## config.mk

```make
export PLATFORM = sky130hd
export DESIGN_NAME = stf_queue
export DESIGN_NICKNAME = d
export VERILOG_FILES = /design/src/hdl/stf_queue.sv
export SDC_FILE = /design/constraint.sdc
export NUM_CORES = 1
export LEC_CHECK = 0
export BUFFER_PORTS_ARGS = -buffer_cell sky130_fd_sc_hd__buf_2
export CORE_ASPECT_RATIO = 0.9
export CORE_MARGIN = 2
export CORE_UTILIZATION = 45
export CTS_BUF_LIST = sky130_fd_sc_hd__clkbuf_8 sky130_fd_sc_hd__clkbuf_16
export DETAILED_ROUTE_END_ITERATION = 10
export GPL_TIMING_DRIVEN = 0
export PLACE_DENSITY = 0.68
export SLEW_MARGIN = 15
export SYNTH_ARGS = -nofsm -noshare
export SYNTH_HDL_FRONTEND = slang
export SYNTH_SLANG_ARGS = --single-unit
```

## constraint.sdc

```tcl
create_clock -name clk -period 2.2 [get_ports clk]
set_input_delay 0.11 -clock clk [delete_from_list [all_inputs] [get_ports clk]]
set_output_delay 0.11 -clock clk [all_outputs]
set_load 0.05 [all_outputs]
```

## src/hdl/stf_queue.sv

```systemverilog
// Short job queue between the address front end and the delay-line back end.
`default_nettype none
module stf_queue #(
	parameter int WIDTH = 53,
	parameter int DEPTH = 4
) (
	input  wire logic                       clk,
	input  wire logic                       arst_n,
	input  wire logic                       push,
	input  wire logic [WIDTH-1:0]           push_data,
	input  wire logic                       pop,
	output logic      [WIDTH-1:0]           pop_data,
	output logic      [$clog2(DEPTH+1)-1:0] count,
	output logic                            empty
);
	localparam int PW = (DEPTH > 1) ? $clog2(DEPTH) : 1;
	localparam int CW = $clog2(DEPTH + 1);
	localparam logic [PW-1:0] LAST = PW'(DEPTH - 1);

	logic [WIDTH-1:0] slot_q [DEPTH];
	logic [PW-1:0]    wr_ptr_q;
	logic [PW-1:0]    rd_ptr_q;
	logic [CW-1:0]    count_q;

	assign pop_data = slot_q[rd_ptr_q];
	assign count    = count_q;
	assign empty    = (count_q == '0);

	always_ff @(posedge clk) begin
		if (push) begin
			slot_q[wr_ptr_q] <= push_data;
		end
	end

	always_ff @(posedge clk or negedge arst_n) begin
		if (!arst_n) begin
			wr_ptr_q <= '0;
			rd_ptr_q <= '0;
			count_q  <= '0;
		end else begin
			if (push) begin
				wr_ptr_q <= (wr_ptr_q == LAST) ? '0 : wr_ptr_q + 1'b1;
			end
			if (pop) begin
				rd_ptr_q <= (rd_ptr_q == LAST) ? '0 : rd_ptr_q + 1'b1;
			end
			case ({push, pop})
				2'b10:   count_q <= count_q + 1'b1;
				2'b01:   count_q <= count_q - 1'b1;
				default: count_q <= count_q;
			endcase
		end
	end

	a_no_overflow: assert property (@(posedge clk) disable iff (!arst_n)
		push && !pop |-> count_q != CW'(DEPTH))
		else $error("job queue overflow");

	a_no_underflow: assert property (@(posedge clk) disable iff (!arst_n)
		pop |-> count_q != '0)
		else $error("job queue underflow");

endmodule
`default_nettype wire

```

==> out/qor.txt <==
Wl on met1: 6040 um
Die H: 132 um
GRT Resource Usage Total: 15.3%
Area share of the leading cell type in the synthesized netlist: 78.3%
Syn Nets: 378
Diode count: 0
P_int: 9.58 mW
Reg2reg start: wr_ptr_q[1]
# Max-Cap Violations: 0
Static leakage: 3.73 nW
CTS tree: yes
Die width: 146 um
CP Capture Type: output pin
Async SR Flop Fraction: 3.20%
Type of the most critical hold path: in2reg
Critical path type: reg2out
Worst Path Arrival: 2.00 ns
DR WL/cell: 18.5 um
Hold Path Stages: 2
EDFF count, synth: 212
Clock Latency Late Sink: 0.50 ns
Post-Synthesis Cell Area: 0.00813 mm^2
Antenna violations before repair: 0
DR pass1 iterations: 4
Uppermost layer routed: met4
Layout cells sized above 1: 40.1%
Met2 wire len: 7180 um
Longest Clk Path Bufs: 3
Placed Instances: 671
Syn Area/Cell: 25.9 um^2
Worst slew pin tran: 0.444 ns
Post-route clock period utilization: 95.8%
Final Hold Violating Endpoints: 0
CP required: 2.09 ns
Flop pwr share: 36.4%
Utilization after layout: 59.1%
Slew Limit Fails: 0
Initial Util: 46.0%
# fillers: 1291
Vias/cell: 5.06
I/O Buffers: 113
First-pass GRT wire length: 23000 um
Share of the yosys chip area belonging to registers: 80.5%
Number of buffers created by CTS: 24
Combinational power share: 38.9%
Top post-synthesis cells by area: edfxtp_1 (78%), mux4_2 (13%), dfrtp_1 (2.2%)
Max VDD drop: 969 uV
Net Sw Frac: 36.8%
Fmax: 474 MHz
Clk root buf: clkbuf_16
Fin crit period: 2.11 ns
Total Wirelength: 14300 um
Clock Sink Count: 219
Unique cell type count in the Yosys netlist: 20
Finish-stage setup viols: 0
Ys flop type: edfxtp_1
Setup Total Neg Slack: 0 ns
# rows: 46
HP Start: push_data[36]
Dpl hpwl: 8330 um
Worst Hold Path EP: slot_q[2][36]
Post-route ant nets: 0
CORE AREA: 0.0177 mm^2
Max transition margin: 70.4%
Global placer's final weighted congestion: 0.742
Synth Warn #: 0
I/O pin total: 114
Largest net degree at the start of global routing: 31
Final Non-Filler Cells: 771
Clock Power Share: 24.6%
CP max FO: 10
Via count: 3901
Net count, final: 579
Sw power: 5.58 mW
H-tree depth: 1
R2R cell count: 4
Flop-to-flop setup slack: 0.47 ns
Startpoint types: flop
Routed wire length on met3: 736 um
Cell taking the most area after synthesis: edfxtp_1
Synth top cells by count: edfxtp_1 (212), mux4_2 (48), dfrtp_1 (7)
Post-Synthesis Cells: 314
Grt total ovfl: 0
Iter 0 DRT Violations: 181
Setup Skew: 0.0143 ns
Placement-stage cell area: 0.00908 mm^2
Vias in the first global route: 4250
Outcome: complete, no violations
Clock-pin slew on the worst setup and hold paths: 0.06 ns
FF+latch count, synth: 219
Die Area: 0.0192 mm^2
Post-route cell area: 0.0104 mm^2
PD cells: 1450 mW/mm^2
Reg-to-Reg End: slot_q[1][21]
Tot Pwr: 15.2 mW
Area grow syn2layout: 28.4%
Most frequent cell after synthesis: edfxtp_1
RSZ-0062 raised after global routing: no
Drt drc: 0
==> through the flow <==
step | setup WS (ns) | hold slack, ns
floorplan | 0.353 | -0.186
global route | 0.00109 | 0.348
global placement | -0.0550 | -0.0541
finish | 0.0923 | 0.353
detailed placement | 0.468 | -0.0460
CTS | 0.00295 | 0.331
==> registers in the layout (all words and copies together), names as in the netlist <==
register	count
count	3
rd_ptr_q	2
slot_q	212
wr_ptr_q	2
==> metal layers <==
layer | vias up | GRT usage [%]
li1 | 1737 | -
met4 | 0 | 4.08
met5 | - | 0
met1 | 2021 | 20.3
met2 | 112 | 25.8
met3 | 31 | 3.51
==> cells in the final DEF, fill, tap and decap left out <==
master / instances
and2_4: 4
buf_12: 10
buf_2: 113
buf_4: 4
bufinv_16: 2
clkbuf_16: 25
clkbuf_4: 3
clkinv_1: 3
clkinv_2: 1
clkinv_4: 1
dfrtp_1: 7
dlygate4sd3_1: 57
edfxtp_1: 212
fa_1: 1
ha_1: 6
inv_1: 16
mux2_2: 2
mux2i_1: 1
mux4_1: 5
mux4_2: 48
nand2_1: 1
nor2_1: 2
nor3_1: 1
o21ai_0: 2
or3_1: 1
xnor2_1: 1
xor2_1: 2
==> cell type report <==
class | instances | area (um^2) | share of cell area, %
Timing Repair Buffer | 175 | 1230 | 11.8
Tap cell | 240 | 300 | 2.88
Sequential cell | 219 | 6540 | 62.7
Buffer | 12 | 163 | 1.56
Clock inverter | 17 | 123 | 1.18
Inverter | 6 | 22.5 | 0.216
Clock buffer | 25 | 626 | 6.00
Multi-Input combinational cell | 77 | 1430 | 13.7
==> worst max-delay path, cell delays in order, from the launching register on <==
cell and delay (ns):
dfrtp_1 0.39, buf_12 0.17, buf_12 0.16, mux4_2 0.53
clkbuf_4 0.23
==> cell families after synthesis <==
| kind of cell | count (synthesis) | synth area share, % |
|---|---|---|
| adder cells (fa/ha/maj) | 7 | 1.17 |
| buffers and inverters | 18 | 2.02 |
| XOR/XNOR | 3 | 0.323 |
| AO/OA/AOI/OAI | 2 | 0.123 |
| AND/OR/NAND/NOR | 9 | 0.585 |
| flip-flops | 219 | 80.5 |
| multiplexers | 56 | 15.3 |
==> timing repair <==
item                                    4_1_cts  5_1_grt
resized for setup                             1        9
endpoints found under the setup margin        3       49
hold buffers                                 57        0
setup buffers                                 0        1
hold endpoints to repair                    223        0
==> worst max path at each step <==
stage / start / endpoint / slack, ns
global route: rd_ptr_q[1] / pop_data[18] / 0.001
detailed placement: wr_ptr_q[1] / slot_q[1][26] / 0.47
floorplan: count[0] / empty / 0.35
CTS: rd_ptr_q[0] / pop_data[40] / 0.003
global placement: wr_ptr_q[0] / slot_q[0][52] / -0.05
finish: rd_ptr_q[0] / pop_data[40] / 0.09
==> power groups by stage <==
stage | registers [mW] | clock network (mW) | logic [mW]
4_1_cts | 5.52 | 3.83 | 5.96
5_1_grt | 5.58 | 4.00 | 6.23
6_report | 5.52 | 3.73 | 5.90
3_5_place_dp | 5.61 | 0 | 5.85
2_1_floorplan | 5.66 | 0 | 4.47
3_3_place_gp | 5.59 | 0 | 5.74
No activity file was read; power rests on OpenSTA's default activity.
