<file path="config.mk">
export PLATFORM = sky130hd
export DESIGN_NAME = stf_front
export DESIGN_NICKNAME = d
export VERILOG_FILES = /design/src/hdl/stf_pkg.sv /design/src/hdl/stf_front.sv
export SDC_FILE = /design/constraint.sdc
export NUM_CORES = 1
export LEC_CHECK = 0
export BUFFER_PORTS_ARGS = -buffer_cell sky130_fd_sc_hd__buf_2
export CAP_MARGIN = 10
export CORE_ASPECT_RATIO = 1.5
export CORE_MARGIN = 4
export CORE_UTILIZATION = 60
export CTS_CLUSTER_SIZE = 28
export DETAILED_ROUTE_END_ITERATION = 6
export HOLD_SLACK_MARGIN = 0.1
export PLACE_DENSITY = 0.8
export SYNTH_ARGS = -nofsm -noshare
export SYNTH_HDL_FRONTEND = slang
export SYNTH_SLANG_ARGS = --single-unit
</file>
<file path="constraint.sdc">
create_clock -name clk -period 14.4 [get_ports clk]
set_input_delay 0.72 -clock clk [delete_from_list [all_inputs] [get_ports clk]]
set_output_delay 0.72 -clock clk [all_outputs]
set_load 0.02 [all_outputs]
</file>
<file path="src/hdl/stf_pkg.sv">
// Shared constants, register map and sine helper for the stereo flanger.
`default_nettype none
package stf_pkg;

	localparam int SAMPLE_W  = 16;
	localparam int FRAME_W   = 2 * SAMPLE_W;
	localparam int CFG_IDX_W = 2;
	localparam int CFG_DATA_W = 32;

	localparam int BASE_W  = 10;
	localparam int DEPTH_W = 9;
	localparam int STEP_W  = 32;
	localparam int PHASE_W = 32;
	localparam int SINE_W  = 15;
	localparam int PROD_W  = DEPTH_W + SINE_W;
	localparam int OFFS_W  = PROD_W + 1 - 15;

	localparam logic [CFG_IDX_W-1:0] REG_BASE_DELAY = 2'd0;
	localparam logic [CFG_IDX_W-1:0] REG_DEPTH      = 2'd1;
	localparam logic [CFG_IDX_W-1:0] REG_PHASE_STEP = 2'd2;

	localparam logic [BASE_W-1:0]  BASE_RESET  = 10'd265;
	localparam logic [DEPTH_W-1:0] DEPTH_RESET = 9'd176;
	localparam logic [STEP_W-1:0]  STEP_RESET  = 32'd24348;

	localparam logic [PROD_W:0] ROUND_HALF = (PROD_W + 1)'(16384);

	// Quarter-wave sine magnitude in Q15 for x in 0..32768.
	function automatic logic [SINE_W-1:0] quarter_sine(input logic [31:0] x);
		logic [31:0] x2;
		logic [31:0] inner;
		logic [31:0] t;
		logic [31:0] s;
		x2    = (x * x) >> 15;
		inner = 32'd21167 - ((32'd2605 * x2) >> 15);
		t     = 32'd51472 - ((x2 * inner) >> 15);
		s     = (x * t) >> 15;
		return (s > 32'd32767) ? 15'h7fff : s[SINE_W-1:0];
	endfunction

endpackage
`default_nettype wire

</file>
<file path="src/hdl/stf_front.sv">
// Front end: takes frames, runs the LFO and works out each frame's ring addresses.
`default_nettype none
module stf_front #(
	parameter int RING_FRAMES     = 1024,
	parameter int SINE_TABLE_BITS = 8,
	parameter int Q_DEPTH         = 4
) (
	input  wire logic                                   clk,
	input  wire logic                                   arst_n,
	input  wire logic                                   cfg_we,
	input  wire logic [stf_pkg::CFG_IDX_W-1:0]          cfg_index,
	input  wire logic [stf_pkg::CFG_DATA_W-1:0]         cfg_data,
	input  wire logic                                   in_valid,
	output logic                                        in_ready,
	input  wire logic [stf_pkg::FRAME_W-1:0]            in_data,
	input  wire logic [$clog2(Q_DEPTH+1)-1:0]           q_count,
	output logic                                        push,
	output logic [1+2*$clog2(RING_FRAMES)+stf_pkg::FRAME_W-1:0] push_data
);
	import stf_pkg::*;

	localparam int AW     = $clog2(RING_FRAMES);
	localparam int DW     = ((AW > BASE_W) ? AW : BASE_W) + 2;
	localparam int QBITS  = SINE_TABLE_BITS - 2;
	localparam int QUARTER = 1 << QBITS;
	localparam int QCW    = $clog2(Q_DEPTH + 1);
	localparam logic [AW-1:0]        WP_LAST = AW'(RING_FRAMES - 1);
	localparam logic [AW:0]          FILL_MAX = (AW + 1)'(RING_FRAMES);
	localparam logic signed [DW-1:0] D_MIN = DW'(1);
	localparam logic signed [DW-1:0] D_MAX = DW'(RING_FRAMES - 1);

	// Quarter-wave table, built at elaboration.
	logic [SINE_W-1:0] sine_lut [QUARTER+1];
	for (genvar g = 0; g <= QUARTER; g++) begin : g_lut
		assign sine_lut[g] = quarter_sine(32'(g) << (15 - QBITS));
	end

	logic [BASE_W-1:0]  base_q;
	logic [DEPTH_W-1:0] depth_q;
	logic [STEP_W-1:0]  step_q;
	logic [PHASE_W-1:0] phase_q;
	logic [AW-1:0]      wp_q;
	logic [AW:0]        fill_q;

	logic               accept;
	logic [AW-1:0]      wp_next;
	logic [AW:0]        fill_next;
	logic [SINE_TABLE_BITS-1:0] k;
	logic [QBITS:0]     pos;
	logic [QCW:0]       pending;

	logic                v_s1;
	logic [FRAME_W-1:0]  frame_s1;
	logic [AW-1:0]       wp_s1;
	logic [AW:0]         fill_s1;
	logic [SINE_W-1:0]   sine_s1;
	logic                neg_s1;

	logic                v_s2;
	logic [FRAME_W-1:0]  frame_s2;
	logic [AW-1:0]       wp_s2;
	logic [AW:0]         fill_s2;
	logic [PROD_W-1:0]   prod_s2;
	logic                neg_s2;

	logic [PROD_W:0]         rounded;
	logic [OFFS_W-1:0]       offs;
	logic signed [DW-1:0]    d_raw;
	logic [AW-1:0]           d_sel;
	logic [AW:0]             rd_wrap;
	logic [AW-1:0]           rd_addr;
	logic                    rd_zero;

	assign pending  = (QCW + 1)'(q_count) + (QCW + 1)'(v_s1) + (QCW + 1)'(v_s2);
	assign in_ready = (pending < (QCW + 1)'(Q_DEPTH));
	assign accept   = in_valid && in_ready;

	assign wp_next   = (wp_q == WP_LAST) ? '0 : wp_q + 1'b1;
	assign fill_next = (fill_q == FILL_MAX) ? fill_q : fill_q + 1'b1;

	// Top phase bits pick a point on the circle; odd quadrants run the table backwards.
	assign k   = phase_q[PHASE_W-1 -: SINE_TABLE_BITS];
	assign pos = k[QBITS] ? ((QBITS + 1)'(QUARTER) - {1'b0, k[QBITS-1:0]})
	                      : {1'b0, k[QBITS-1:0]};

	always_ff @(posedge clk or negedge arst_n) begin
		if (!arst_n) begin
			base_q  <= BASE_RESET;
			depth_q <= DEPTH_RESET;
			step_q  <= STEP_RESET;
		end else if (cfg_we) begin
			case (cfg_index)
				REG_BASE_DELAY: base_q  <= cfg_data[BASE_W-1:0];
				REG_DEPTH:      depth_q <= cfg_data[DEPTH_W-1:0];
				REG_PHASE_STEP: step_q  <= cfg_data[STEP_W-1:0];
				default:        ;
			endcase
		end
	end

	always_ff @(posedge clk or negedge arst_n) begin
		if (!arst_n) begin
			phase_q <= '0;
			wp_q    <= '0;
			fill_q  <= '0;
			v_s1    <= 1'b0;
			v_s2    <= 1'b0;
		end else begin
			if (accept) begin
				phase_q <= phase_q + step_q;
				wp_q    <= wp_next;
				fill_q  <= fill_next;
			end
			v_s1 <= accept;
			v_s2 <= v_s1;
		end
	end

	always_ff @(posedge clk) begin
		if (accept) begin
			frame_s1 <= in_data;
			wp_s1    <= wp_next;
			fill_s1  <= fill_next;
			sine_s1  <= sine_lut[pos];
			neg_s1   <= k[SINE_TABLE_BITS-1];
		end
		if (v_s1) begin
			frame_s2 <= frame_s1;
			wp_s2    <= wp_s1;
			fill_s2  <= fill_s1;
			prod_s2  <= PROD_W'(depth_q) * PROD_W'(sine_s1);
			neg_s2   <= neg_s1;
		end
	end

	always_comb begin
		rounded = {1'b0, prod_s2} + ROUND_HALF;
		offs    = rounded[PROD_W:15];
		d_raw   = neg_s2 ? (DW'(base_q) - DW'(offs)) : (DW'(base_q) + DW'(offs));
		if (d_raw < D_MIN) begin
			d_sel = AW'(1);
		end else if (d_raw > D_MAX) begin
			d_sel = WP_LAST;
		end else begin
			d_sel = d_raw[AW-1:0];
		end
		rd_wrap = {1'b0, wp_s2} + FILL_MAX - {1'b0, d_sel};
		rd_addr = (wp_s2 >= d_sel) ? (wp_s2 - d_sel) : rd_wrap[AW-1:0];
		// Frames further back than anything written so far still read as zero.
		rd_zero = ({1'b0, d_sel} >= fill_s2);
	end

	assign push      = v_s2;
	assign push_data = {rd_zero, rd_addr, wp_s2, frame_s2};

	a_room_on_push: assert property (@(posedge clk) disable iff (!arst_n)
		v_s2 |-> q_count != QCW'(Q_DEPTH))
		else $error("frame reached the queue with no room left");

	a_fill_bound: assert property (@(posedge clk) disable iff (!arst_n)
		fill_q <= FILL_MAX)
		else $error("fill count beyond ring size");

endmodule
`default_nettype wire

</file>
==> impl_metrics.csv <==
group,metric,value,unit
clock_tree,path_clk_slew,0.07,ns
hold_path,min-delay-path-class,"in2async",
clock_tree,htree_levels,1,
status,status,"complete, no violations",
critical_path,worst-setup-path-type,"reg2out",
cells_and_area,drive_above_1_share,15.70,%
synthesis,synth_nets,1934,
synthesis,avgSynthCellArea,10.26,um2
synthesis,ys_async_sr_fraction,44.35,%
cells_and_area,layoutNonFillerInstCount,2095,
clock_tree,post_cts_resized,0,
grt,grt_pass1_vias,12810,
clock_tree,clkLatencyLatePin,0.54,ns
place,pre_cts_ws,8.328,ns
clock_tree,cts_buffers,24,
detailed_routing,avgRoutedWirePerCell,18.55,um
critical_path,cp.arrival,5.94,ns
grt,grt_pass1_wl,63610,um
cells_and_area,utilization,67.50,%
detailed_routing,drt-initial-drc-count,756,
sta,relSlewSlack,24.98,%
synthesis,synth_seq_cells,239,
grt,grt_max_degree,87,
critical_path,end_kind,"primary output",
detailed_routing,drc,0,
detailed_routing,wirelength,38860,um
critical_path,cp_cell_sequence,"and3_1 > and3_1 > nand3_1 > xnor2_1 > ha_1 > or3_1 > or3b_4 > a311oi_4 > nor3b_2 > a211o_2 > o21ai_2 > o41ai_1 > ha_1 > inv_1 > fa_1 > a21o_1 > a21oi_1 > o21bai_1 > a21oi_1 > o21bai_1 > a21oi_1 > xnor2_1 > buf_2",
synthesis,synth_ff_type,"edfxtp_1",
cells_and_area,area_delta_synth_final,9.966,%
sta,fin_skew,0.01066,ns
critical_path,crit_required,13.68,ns
synthesis,synth_edf_count,133,
die,die_y,213.1,um
die,die-area,30840,um2
die,start_util,61.39,%
critical_path,cp.buffers_inverters,2,
place,dp.final_hpwl,28590,um
sta,fmaxAchievable,0.1501,GHz
sta,rsz0062_at_grt,"no",
synthesis,netlist_area,16820,um2
critical_path,critPathMaxFanout,8,
die,die_w,144.7,um
grt,overflow,0,
detailed_routing,first_pass_iters,5,
die,num_rows,74,
cells_and_area,fin_nets,2028,
place,dp_cells,2050,
sta,tightest_slew,1.124,ns
clock_tree,clockBufferDepth,3,
grt,antenna_found_initial,1,
clock_tree,root_buffer,"clkbuf_16",
sta,finalHoldViolCount,0,
detailed_routing,viasPerCell,5.996,
detailed_routing,dr_total_vias,12560,
die,ios,128,
clock_tree,cts_tree,"built",
clock_tree,cts.sinks,239,
sta,fin_crit,6.662,ns
critical_path,cp_common_cell,"a21oi_1",
detailed_routing,ant_nets,0,
clock_tree,cts_hold_buffers,0,
synthesis,synth_warnings,0,
critical_path,worstSetupStartpointType,"flop",
place,port_buffers,127,
synthesis,syn_inst,1640,
critical_path,slowest_stage,"a311oi_4",
sta,drv_slew,0,
sta,setup_viol,0,
synthesis,synth_seq_area_share,39.62,%
sta,fin_crit_sh,46.27,%
grt,grt_use_total,25.67,%
die,coreArea,27410,um2
flow_run,maxCapViolCount,0,
synthesis,yosysUniqueCellTypes,77,
critical_path,critPathTopFamily,"compound AO/OA/AOI/OAI gates",
clock_tree,postCtsSetupBuffers,0,
critical_path,max_stage_delay,0.45,ns
sta,final.setup.tns,0,ns
sta,setup_slack,7.738,ns
place,gp_congestion,0.9635,
## worst reg2reg max path, cell delays in order (launching register included)
cell       delay [ns]
dfrtp_1          0.67
nand2_1          0.16
fa_1             0.57
inv_1            0.06
fa_1             0.50
fa_1             0.52
fa_1             0.50
ha_1             0.33
nand4bb_1        0.11
or4_1            0.61
nand4_1          0.25
a31oi_1          0.21
o21ai_0          0.37
o21a_1           0.17
nor2_1           0.05
xnor2_1          0.12
## flip-flops by register name (all words and copies together), names as in the netlist
name      cells
base_q       10
depth_q       9
fill_q       11
fill_s1      11
fill_s2      11
frame_s1     32
frame_s2     32
neg_s1        1
neg_s2        1
phase_q      32
prod_s2      10
push          1
sine_s1      15
step_q       32
v_s1          1
wp_q         10
wp_s1        10
wp_s2        10
## layout by cell type (no fill, tap or decap), types with 5 or more instances in the layout
master	netlist	final
o22ai_1	7	7
a32oi_1	6	6
a31oi_1	18	18
a21oi_1	82	82
buf_4	2	14
and2_1	46	46
nand4_1	11	11
xor2_1	41	39
o31ai_1	9	9
dfstp_2	15	15
o21a_1	11	11
or2_2	8	8
mux2_2	53	53
o211ai_1	12	12
clkbuf_16	0	24
dfrtp_1	91	90
inv_1	141	140
and3_1	12	12
nor2_1	72	72
fa_1	95	95
nand2_1	215	214
ha_1	126	126
nor2b_1	11	11
a211oi_1	14	14
edfxtp_1	133	133
clkinv_2	0	11
nand2b_1	11	11
a21o_1	24	24
o21bai_1	9	9
or3_1	5	5
nor3_1	14	14
a221oi_1	6	6
o21ai_0	95	95
nand3_1	44	44
o221ai_1	7	7
xnor2_1	53	52
buf_2	4	126
## final timing paths
path	start	slack [ns]	depth (start not counted)	to
setup / recovery	prod_s2[16]	7.74	23	push_data[50]
hold / removal	arst_n	0.26	1	step_q[13]
setup reg to reg	depth_q[8]	8.95	15	prod_s2[23]
hold reg to reg	fill_s1[3]	0.41	0	fill_s2[3]
max in group asynchronous	arst_n	12.99	2	v_s1
min in group clk	in_data[21]	0.35	1	frame_s1[21]
## cells in the mapped netlist (all sizes together) (12+ instances only)
master  instances  area share [%]
ha            126             9.4
mux2           53             3.5
nand2         215             4.8
o211ai         12            0.54
buf            12            0.34
a31oi          18            0.67
dfstp          15             2.3
edfxtp        133              24
fa             95              11
and3           13            0.49
clkbuf         60             1.3
and2           47             1.8
xnor2          54             2.9
nor3           14            0.42
nand3          44             1.3
dfrtp          91              14
nor2           72             1.6
a211oi         14            0.62
a21o           24             1.1
o21ai          97             2.9
inv           141             3.1
xor2           41             2.1
a21oi          82             2.4
## stage by stage
step | area, um2 | hold slack (ns)
final | 18500 | 0.2645
after global routing | 18500 | 0.3271
after CTS | 18500 | 0.2934
after detailed placement | 17750 | 0.4045
after global placement | 17750 | 0.4003
after floorplan | 16820 | 0.4003
## per-layer routing
layer  routed length [um]  track usage, %  vias to the layer above
met5                    0               0                        -
met3                 1864           2.778                       97
met2                20570           45.75                      418
met1                14750           31.52                     6153
li1                     -               -                     5894
met4                 1676           10.65                        0
## layout make-up
cell class	instances	area [um2]
clock inverters	17	127.6
diodes	1	2.502
multi-input cells	1186	9380
repair buffers	140	735.7
clock buffers	27	621.8
inverters	143	538.0
flip-flops and latches	239	6666
fillers	2063	8906
well taps	342	427.9
## logic make-up after synthesis
family	Yosys count	share of synthesized area, %
buffers and inverters	215	4.871
XOR/XNOR	95	4.990
AO/OA/AOI/OAI	342	13.02
adder cells (fa/ha/maj)	221	20.68
multiplexers	54	3.607
AND/OR/NAND/NOR	474	13.22
flip-flops	239	39.62
Power is not shown: default switching activity piles up to over one toggle a cycle in this logic, so the estimate is an artifact.
